==> config.mk <==
export PLATFORM = sky130hd
export DESIGN_NAME = tcc_dly
export DESIGN_NICKNAME = d
export VERILOG_FILES = /design/src/hw/rtl/tcc_dly.sv
export SDC_FILE = /design/constraint.sdc
export NUM_CORES = 1
export LEC_CHECK = 0
export BUFFER_PORTS_ARGS = -buffer_cell sky130_fd_sc_hd__buf_2
export CAP_MARGIN = 20
export CORE_MARGIN = 5
export CORE_UTILIZATION = 48
export DETAILED_ROUTE_END_ITERATION = 10
export GPL_TIMING_DRIVEN = 0
export PLACE_DENSITY = 0.86
export SLEW_MARGIN = 20
export SYNTH_ARGS = -nofsm -noshare
export SYNTH_HDL_FRONTEND = slang
export SYNTH_SLANG_ARGS = --single-unit
==> constraint.sdc <==
create_clock -name clk -period 1.2 [get_ports clk]
set_input_delay 0.06 -clock clk [delete_from_list [all_inputs] [get_ports clk]]
set_output_delay 0.06 -clock clk [all_outputs]
set_load 0.02 [all_outputs]
==> src/hw/rtl/tcc_dly.sv <==
// ----------------------------------------------------------------------------
// tcc_dly
// Enabled shift line that carries side data and valid bits past a unit.
// ----------------------------------------------------------------------------
`default_nettype none

module tcc_dly #(
  parameter int WD    = 8,
  parameter int DEPTH = 2
) (
  input  logic          clk,
  input  logic          rst_n,
  input  logic          en,
  input  logic [WD-1:0] d,
  output logic [WD-1:0] q
);

  logic [WD-1:0] sh_r [DEPTH];

  // Advance the line on enable, clear on reset
  always_ff @(posedge clk) begin
    if (!rst_n) begin
      for (int i = 0; i < DEPTH; i++) sh_r[i] <= '0;
    end else if (en) begin
      sh_r[0] <= d;
      for (int i = 1; i < DEPTH; i++) sh_r[i] <= sh_r[i-1];
    end
  end

  assign q = sh_r[DEPTH-1];

endmodule

`default_nettype wire

* Yosys cells after proc, flatten, opt, wreduce, memory -nomap -nowiden *
Memories as Yosys holds them, arrays and structs flattened.
Index checks and enable logic that the tools add are counted.

storage, ports and cells
  output and inout port bits = 8
  memories = 1
  bits in writable memories = 16
  flip-flop bits (word level) = 0
  input port bits = 11
  latch bits = 0
  memory bits (read-only) = 0

cells by class
  reduce and logical (&&, ||, !) cells = 0
  bitwise logic cells = 2
  shifts and indexed selects = 0
  equal/unequal tests = 0
  $add $sub $neg = 0
  multiplexer cells = 6
  div/mod/pow operators = 0
  multipliers = 0
  $lt $le $gt $ge = 0

memories
  memory  words  bits a word  read ports  clocked after Yosys merged registers in  wr ports  RTL line  RTL
  sh_r    2      8            2           0                                        2         18        logic [WD-1:0] sh_r [DEPTH];

operator list
  cell          number
  $mux W8       2
  $mux W1       4
  $or A1 B1 Y1  2

* Logic depth before layout (Yosys ltp) *
  word-level depth = 4
  depth in mapped cells = 2
  gate-level depth less buffers = 1

* Worst setup path after synthesis *
No wires, ideal clock.

  path type = in2reg
  start = input en
  end = memory sh_r[0][0] (enable)
  data required time = 0.825 ns
  path slack = 0.331 ns
  stages = 1
  path buffers = 0
  arrival time = 0.495 ns
  path through = nand2b_1

RTL lines
  what         RTL line  RTL
  from (decl)  13        input logic en,
  to (decl)    18

==> results.json <==
{
  "outcome": "complete, no violations",
  "crit_chain": "buf_4, buf_2",
  "endpoint": "q[0]",
  "numCtsBuffers": 3,
  "rrSetupSlack_ns": 0.38,
  "tightest_slew_ns": 0.7011,
  "route.detailed.drc": 0,
  "ir_drop_mv": 0.8100,
  "finalPower_mw": 1.057,
  "utilization_pct": 61.06,
  "path_class": "reg -> out",
  "nNetsFinal": 77,
  "fmax_mhz": 1006,
  "yosysTopAreaCell": "edfxtp_1",
  "pwr-share-seq_pct": 63.1,
  "clock_skew_ns": 0.003627,
  "crit_slowest_cell": "edfxtp_1",
  "post_drt_via_cell_ratio": 4.848,
  "top_regs": "sh_r (16)",
  "cp_top_family": "flip-flops",
  "holdWs_ns": 0.09041,
  "syn-num-nets": 54,
  "setup_viol": 0,
  "port_buffers": 18,
  "rsz0062_at_grt": "false",
  "antenna_cells": 0,
  "synth-seq-area-share_pct": 71.38,
  "required_ns": 1.14,
  "firstDrtPassIters": 4,
  "ios": 19,
  "drive_gt1_share_pct": 57.81,
  "drt_iter0_markers": 7,
  "dp.cells": 76,
  "clock_path_buffers": 2,
  "pwr-share-comb_pct": 11.5,
  "swShare_pct": 20.93,
  "path_clk_slew_ns": 0.08,
  "grt_pass1_wl_um": 1317,
  "synthCells": 43,
  "place.gp.congestion": 0.6791,
  "cts_hold_buffers": 0,
  "finalHoldViolations": 0,
  "cts-root-buf": "clkbuf_4",
  "netlist.area_leader.share_pct": 71.38,
  "cap_violations": 0,
  "wire_per_inst_um": 11.01,
  "power_per_cell_area_nw_per_um2": 1314,
  "path_max_fanout": 1,
  "intPower_uw": 835.9,
  "h-tree-depth": 1,
  "postCtsSetupBuffers": 0,
  "dr_total_vias": 383,
  "syn_area_per_cell_sq_um": 15.65,
  "setup_tns_ns": 0,
  "synth.area.top_cells": "edfxtp_1 71%, buf_4 10%, and3_1 9.3%, and3_2 6.7%, buf_6 1.7%",
  "min_period_over_period_pct": 82.84,
  "antenna_found_initial": 0,
  "cts.repair.resized": 0,
  "crit_path_start_kind": "flop",
  "grt_max_degree": 17,
  "hpwl_um": 615.7,
  "netlist_area_sq_um": 673.1,
  "ys_seq_elements": 16,
  "hold_path_class": "in -> reg",
  "rows": 13,
  "drtAntennaViolNets": 0,
  "cts_tree": "built",
  "dieArea_sq_um": 2252,
  "instances_no_fill": 79,
  "die_h_um": 47.45,
  "grt-ovfl-total": 0,
  "largest_reg_flops": 16,
  "cp.buffers_inverters": 2,
  "cp_data_arrival_time_ns": 0.93,
  "end_kind": "primary output",
  "start_util_pct": 51.09,
  "totalWireLength_um": 870,
  "synth_cell_types": 6,
  "slew_headroom_pct": 53.26,
  "report.final.slew_viol_count": 0,
  "crit_path_start": "sh_r[0][8]$_SDFFCE_PN0P_",
  "clk_latency_ns": 0.28,
  "cp.depth": 2,
  "area_delta_synth_final_pct": 19.52,
  "switching_power_uw": 221.2,
  "r2r_cells": 1,
  "die_x_um": 47.45,
  "track_usage_pct": 8.805,
  "cpPeakStageDelay_ns": 0.38,
  "r2r-start": "sh_r[0][7]$_SDFFCE_PN0P_",
  "timing.rr.end": "sh_r[0][15]$_SDFFCE_PN0P_",
  "pwr-share-clk_pct": 25.4,
  "p_leak_nw": 0.4089,
  "regMostFlops": "sh_r",
  "period_minus_slack_ns": 0.9940,
  "grt_pass1_vias": 309,
  "fp.coreArea_sq_um": 1318,
  "clock-sinks": 16,
  "ys_warn_count": 0
}
-- cells in the final DEF, fill, tap and decap left out --
| cell | n |
|---|---|
| edfxtp_1 | 16 |
| buf_6 | 1 |
| buf_4 | 9 |
| nand2b_1 | 1 |
| and3_2 | 6 |
| buf_2 | 18 |
| and3_1 | 10 |
| clkbuf_4 | 3 |
-- logic make-up after synthesis --
| family | share of synthesized area (%) |
|---|---|
| buffers and inverters | 11.71 |
| AND/OR/NAND/NOR | 16.91 |
| flip-flops | 71.38 |
-- cell type report --
class / instances / area (sq um)
fill: 101 / 513.0
sequential: 16 / 480.5
multi-input combinational: 17 / 113.9
timing repair buffer: 18 / 90.09
buffer: 10 / 78.83
clock buffer: 3 / 22.52
tap: 15 / 18.77
-- worst min-delay path by stage --
stage / slack [ns] / end / cells past startpoint / start
4_1_cts: 0.09 / sh_r[0][6]$_SDFFCE_PN0P_ / 2 / d[6]
5_1_grt: 0.08 / sh_r[0][2]$_SDFFCE_PN0P_ / 2 / d[2]
6_report: 0.09 / sh_r[0][2]$_SDFFCE_PN0P_ / 2 / d[2]
3_3_place_gp: 0.37 / sh_r[0][3]$_SDFFCE_PN0P_ / 2 / d[3]
3_5_place_dp: 0.38 / sh_r[0][2]$_SDFFCE_PN0P_ / 2 / d[2]
2_1_floorplan: 0.30 / sh_r[0][2]$_SDFFCE_PN0P_ / 1 / d[2]
-- layer usage --
metal	global-route usage [%]	wire, um	vias to the layer above
met2	13.90	378	20
met4	6.630	9	0
met1	10.22	367	166
met5	0	0	-
met3	2.256	114	2
li1	-	-	195
-- stage by stage --
step	area (sq um)	worst slack (ns)
2_1_floorplan	673.1	0.3305
3_3_place_gp	782.0	0.07175
3_5_place_dp	782.0	0.04191
4_1_cts	804.5	0.1864
5_1_grt	804.5	0.1532
6_report	804.5	0.2060
-- power groups by stage --
stage / clock (mW) / sequential, mW / combinational (mW)
2_1_floorplan: 0 / 0.677 / 0.0816
3_3_place_gp: 0 / 0.678 / 0.120
3_5_place_dp: 0 / 0.680 / 0.123
4_1_cts: 0.271 / 0.668 / 0.124
5_1_grt: 0.290 / 0.672 / 0.133
6_report: 0.268 / 0.667 / 0.122
-- synth_stat cells --
master	instances
edfxtp_1	16
and3_1	10
buf_4	9
and3_2	6
buf_6	1
nand2b_1	1
(Power assumes the default switching activity.)
