==> config.mk <==
export PLATFORM = sky130hd
export DESIGN_NAME = tcc_mul
export DESIGN_NICKNAME = d
export VERILOG_FILES = /design/src/hw/rtl/tcc_pkg.sv /design/src/hw/rtl/tcc_mul.sv
export SDC_FILE = /design/constraint.sdc
export NUM_CORES = 2
export LEC_CHECK = 0
export ABC_AREA = 1
export ABC_CLOCK_PERIOD_IN_PS = 7520
export BUFFER_PORTS_ARGS = -buffer_cell sky130_fd_sc_hd__buf_2
export CAP_MARGIN = 15
export CORE_MARGIN = 8
export CORE_UTILIZATION = 55
export CTS_CLUSTER_SIZE = 24
export DETAILED_ROUTE_END_ITERATION = 8
export GPL_ROUTABILITY_DRIVEN = 0
export MAX_ROUTING_LAYER = met4
export PLACE_DENSITY_LB_ADDON = 0.12
export SETUP_SLACK_MARGIN = 0.05
export SLEW_MARGIN = 20
export SYNTH_ARGS = -nofsm -noshare
export SYNTH_HDL_FRONTEND = slang
export SYNTH_SLANG_ARGS = --single-unit
==> constraint.sdc <==
create_clock -name clk -period 7.52 [get_ports clk]
set_input_delay 0.376 -clock clk [delete_from_list [all_inputs] [get_ports clk]]
set_output_delay 0.376 -clock clk [all_outputs]
set_load 0.01 [all_outputs]
==> src/hw/rtl/tcc_pkg.sv <==
// ----------------------------------------------------------------------------
// tcc_pkg
// Constants and helpers shared by the circumcenter pipeline.
// ----------------------------------------------------------------------------
`default_nettype none

package tcc_pkg;

  localparam int COORD_WIDTH_DEF = 32;
  // Width of one multiplier slice; one slice is consumed per stage
  localparam int MUL_CHUNK = 16;
  // Output field width
  localparam int OUT_W = 48;
  // Root width: square root of a sum of two OUT_W-bit squares
  localparam int RAD_RB = OUT_W + 1;

  // Latency of tcc_mul for a BW-bit second operand
  function automatic int mul_lat(input int bw);
    return (bw + MUL_CHUNK - 1) / MUL_CHUNK + 2;
  endfunction

endpackage

`default_nettype wire

==> src/hw/rtl/tcc_mul.sv <==
// ----------------------------------------------------------------------------
// tcc_mul
// Pipelined signed multiplier: sign/magnitude split, one MUL_CHUNK-bit slice
// of the second operand per stage, sign restored in the last stage.
// ----------------------------------------------------------------------------
`default_nettype none

module tcc_mul #(
  parameter int AW = 33,
  parameter int BW = 33
) (
  input  logic                    clk,
  input  logic                    en,
  input  logic signed [AW-1:0]    a,
  input  logic signed [BW-1:0]    b,
  output logic signed [AW+BW-1:0] p
);
  import tcc_pkg::*;

  localparam int NCH = (BW + MUL_CHUNK - 1) / MUL_CHUNK;
  localparam int BP  = NCH * MUL_CHUNK;
  localparam int PW  = AW + BW;

  logic [AW-1:0] amag;
  logic [BW-1:0] bmag;
  logic [AW-1:0] am_r  [NCH];
  logic [BP-1:0] bm_r  [NCH];
  logic          neg_r [NCH+1];
  logic [PW-1:0] acc_r [NCH+1];
  logic [PW-1:0] p_r;

  assign amag = a[AW-1] ? AW'(-a) : AW'(a);
  assign bmag = b[BW-1] ? BW'(-b) : BW'(b);

  // Split into sign and magnitudes
  always_ff @(posedge clk) begin
    if (en) begin
      am_r[0]  <= amag;
      bm_r[0]  <= BP'(bmag);
      neg_r[0] <= a[AW-1] ^ b[BW-1];
      acc_r[0] <= '0;
    end
  end

  // Accumulate one partial product per stage
  for (genvar k = 1; k <= NCH; k++) begin : g_slice
    logic [AW+MUL_CHUNK-1:0] pp;
    assign pp = am_r[k-1] * bm_r[k-1][MUL_CHUNK*(k-1) +: MUL_CHUNK];

    always_ff @(posedge clk) begin
      if (en) begin
        acc_r[k] <= acc_r[k-1] + (PW'(pp) << (MUL_CHUNK * (k - 1)));
        neg_r[k] <= neg_r[k-1];
      end
    end

    if (k < NCH) begin : g_carry
      always_ff @(posedge clk) begin
        if (en) begin
          am_r[k] <= am_r[k-1];
          bm_r[k] <= bm_r[k-1];
        end
      end
    end
  end

  // Restore the sign
  always_ff @(posedge clk) begin
    if (en) begin
      p_r <= neg_r[NCH] ? -acc_r[NCH] : acc_r[NCH];
    end
  end

  assign p = signed'(p_r);

endmodule

`default_nettype wire

# Word level (Yosys, flattened, before mapping)
# Memories as Yosys holds them, arrays and structs flattened.
# Index checks and enable logic that the tools add are counted.
[classes]
n_addsub = 6
mul = 3
muxes = 5
bitwise_logic = 1
[op_table]
columns = ["op", "n"]
rows = [
  ["multiplier 33 x 16 -> 49 bit", 2],
  ["adder 66 x 49 -> 66 bit", 1],
  ["adder 66 x 65 -> 66 bit", 1],
  ["adder 66 bit", 1],
  ["2-to-1 mux 33 bit", 2],
  ["2-to-1 mux 66 bit", 1],
  ["negation 33 bit", 2],
  ["negation 66 bit", 1],
  ["multiplier 33 x 16 -> 34 bit", 1],
  ["2-to-1 mux 1 bit", 2],
  ["XOR 1 bit", 1],
]
[totals]
register_bits = 66
ram_bits = 511
inputBits = 68
output_inout_bits = 66
n_memories = 4
[memory_table]
columns = ["name", "depth", "word_bits", "read_ports", "rd_clocked_by_memory_dff", "wr", "line", "text"]
rows = [
  ["acc_r", 4, 66, 4, 0, 4, "tcc_mul.sv:29", "logic [PW-1:0] acc_r [NCH+1];"],
  ["bm_r", 3, 48, 3, 0, 3, "tcc_mul.sv:27", "logic [BP-1:0] bm_r [NCH];"],
  ["am_r", 3, 33, 3, 0, 3, "tcc_mul.sv:26", "logic [AW-1:0] am_r [NCH];"],
  ["neg_r", 4, 1, 4, 0, 4, "tcc_mul.sv:28", "logic neg_r [NCH+1];"],
]

# Longest topological paths before layout
[logic_depth]
depth_word = 2
depth_mapped = 42

# Worst setup path after synthesis
# Ideal clock, no wire load.
[synth_path]
path_type = "reg2reg"
startpoint = "mem am_r[1][29], in the netlist am_r[0][62]"
endpoint = "mem acc_r[2][63] (netlist bit) (data pin)"
setup_ps = 249
arrival_time_ps = 6887
required_time_ps = 7271
slack_ps = 383
stages_incl_launch_ff = 35
synth_period_minus_slack_ps = 7137
path_cell_list = "edfxtp_1 clkbuf_1 clkbuf_1 nand2_1 fa_1 inv_1 fa_1 inv_1 fa_1 fa_1 inv_1 fa_1 inv_1 fa_1 inv_1 ha_1 nand2_1 inv_1 a21oi_1 o21ai_0 o21bai_1 a21oi_1 xnor2_1 ha_1 nand2_1 nor2_1 inv_1 nor4_1 nand3_1 nand3_1 nand3_1 nand2_2 nand3_1 nand2_1 inv_1"
[synth_rtl]
columns = ["item", "line"]
rows = [
  ["start: declaration", "tcc_mul.sv:26"],
  ["end: declaration", "tcc_mul.sv:29"],
]

==> results_dict.tcl <==
set metrics [dict create \
    holdWs_ns 0.07522 \
    path_class "reg -> reg" \
    status "finished clean" \
    cts_tree "yes" \
    die_w_um 333.0 \
    worst_slew_pin_slew_ns 1.103 \
    drv_slew 0 \
    die_area_um2 110900 \
    worstSetupStartpointType "register" \
    ff_latch_area_um2 12130 \
    h-tree-depth 2 \
    firstDrtPassIters 6 \
    synth_cell_type_count 49 \
    synthSimpleGateAreaFrac_pct 17.59 \
    cts_root_buf "clkbuf_16" \
    drive_gt1_share_pct 12.95 \
    finalHoldViolations 0 \
    synth_commonest_cells "nand2_1 (1756), inv_1 (1632), fa_1 (867), edfxtp_1 (404), nor2_1 (341)" \
    nNetsFinal 8148 \
    synth_fa_ha_area_share_pct 38.71 \
    slowest_stage "fa_1" \
    fin_crit_sh_pct 98.20 \
    drc 0 \
    critPathArrivalTime_ns 7.74 \
    maxCapViolations 0 \
    path_max_fanout 12 \
    hp-class "in -> reg" \
    period_needed_ns 7.384 \
    num_rows 116 \
    crit_family "adder cells" \
    syn_inst 6630 \
    synth_top_area_cell "fa_1" \
    synthesis.area_um2 55280 \
    num_vias 43860 \
    antenna_found_initial 1 \
    setup_violations 0 \
    grt_max_degree 162 \
    place_ws_ns -0.3006 \
    syn_area_per_cell_um2 8.338 \
    clock-sinks 404 \
    relSlewSlack_pct 26.49 \
    setup_tns_ns 0 \
    synth-seq-cells 404 \
    wl_per_cell_um 18.91 \
    yosysWarnings 0 \
    synth_compound_area_share_pct 4.466 \
    dieHeight_um 333.0 \
    skew_ns 0.04105 \
    overflow 0 \
    drt_wl_total_mm 155.6 \
    ant_nets 0 \
    endpoint_kind "register" \
    grt_usage_pct 28.32 \
    synth.yosys.seq_area_share_pct 21.95 \
    synthMuxAreaShare_pct 0 \
    setup_slack_ns 0.1356 \
    initial_core_util_pct 55.36 \
    path_clk_slew_ns 0.06 \
    synth_xor_area_share_pct 4.246 \
    multi_input_area_um2 37280 \
    clockBufferDepth 3 \
    yosysMostFrequentCell "nand2_1" \
    pin_count 134 \
    dp_hpwl_mm 123.3 \
    post-route-util_pct 62.90 \
    grt_pass1_wl_mm 243.7 \
    synth_edf_count 404 \
    clock_latency_ns 0.62 \
    synth_flop_cell "edfxtp_1" \
    io_buffers 133 \
    fmax_mhz 135.4 \
    syn_to_final_growth_pct 13.62 \
    grt_pass1_vias 44860 \
    syn_nets 7888 \
    cts_made_buffers 47 \
    slowest_delay_ns 0.66 \
    cp.required_ns 7.87 \
    async_reset_ff_share_pct 0 \
    core_area_um2 99860 \
    synth_top_cell_area_share_pct 31.40 \
    synth_top_family_by_area "adder cells" \
    crit_buf_inv 8 \
    worst_path_most_repeated_cell "fa_1" \
    vias_per_cell 5.332 \
    synth_area_leaders "fa_1 (31%), edfxtp_1 (22%), nand2_1 (12%)" \
    fillers 8488 \
    first_iter_violations 3879 \
]
timing repair:
item / 4_1_cts / 5_1_grt
hold endpoints to repair: 1 / 0
endpoints found under the setup margin: 19 / 27
cloned: 1 / 6
hold buffers: 1 / 0
buffers inserted: 13 / 70
gates resized for setup: 15 / 318
pin swaps: 4 / 184
routing by layer:
layer  GRT usage [%]  vias up  share of wire, %
met5               -        -                 0
met4           9.365        0               4.0
met3           4.796      391               8.6
met2           44.51     1992                46
met1           37.60    21320                42
li1                -    20160                 -
final timing paths:
check                                  from            to  slack [ns]  cells past startpoint
worst max-delay path            bm_r[0][77]  acc_r[2][53]        0.14                     33
worst min-delay path                  b[31]   bm_r[0][32]        0.08                      2
worst max register to register  bm_r[0][77]  acc_r[2][53]        0.14                     33
worst min register to register  acc_r[1][2]   acc_r[2][2]        0.41                      0
through the flow:
| stage | cell area, µm² | cells |
|---|---|---|
| finish | 62810 | 8227 |
| global route | 62800 | 8225 |
| CTS | 60740 | 8149 |
| detailed placement | 58890 | 8049 |
| global placement | 58890 | 8049 |
| floorplan | 55280 | 6630 |
area by class of cell:
class                      count  area share (%)
timing repair buffer         489           6.347
clock buffer                  48           1.879
inverter                    1642           9.813
sequential                   404           19.32
antenna                        3         0.01195
multi-input combinational   4306           59.36
clock inverter                37          0.6873
tap                         1298           2.586
sequential cells by signal, indices dropped and copies added, names as in the netlist:
register,cells
acc_r,184
bm_r,51
p,66
neg_r,4
am_r,99
cells in the final DEF (no fill, tap or decap), types with 35 or more instances in the layout:
cell	n
clkbuf_16	51
nand2_2	66
ha_4	41
fa_1	841
buf_4	284
nor3_1	35
xnor2_1	97
nand2_1	1703
nor2_1	320
inv_2	42
inv_1	1600
xor2_1	158
edfxtp_1	404
nand3_1	108
buf_12	35
ha_1	280
buf_2	134
o21ai_0	113
a21oi_1	176
kinds of logic after synthesis:
logic type / after synthesis
buf+inv: 1920
flops: 404
xor+xnor: 268
simple gates: 2407
fa+ha+maj: 1190
compound gates: 441
Power is left out: the tool's default activity adds up to more than one toggle a clock period on the data nets, which glitch-free logic cannot reach.
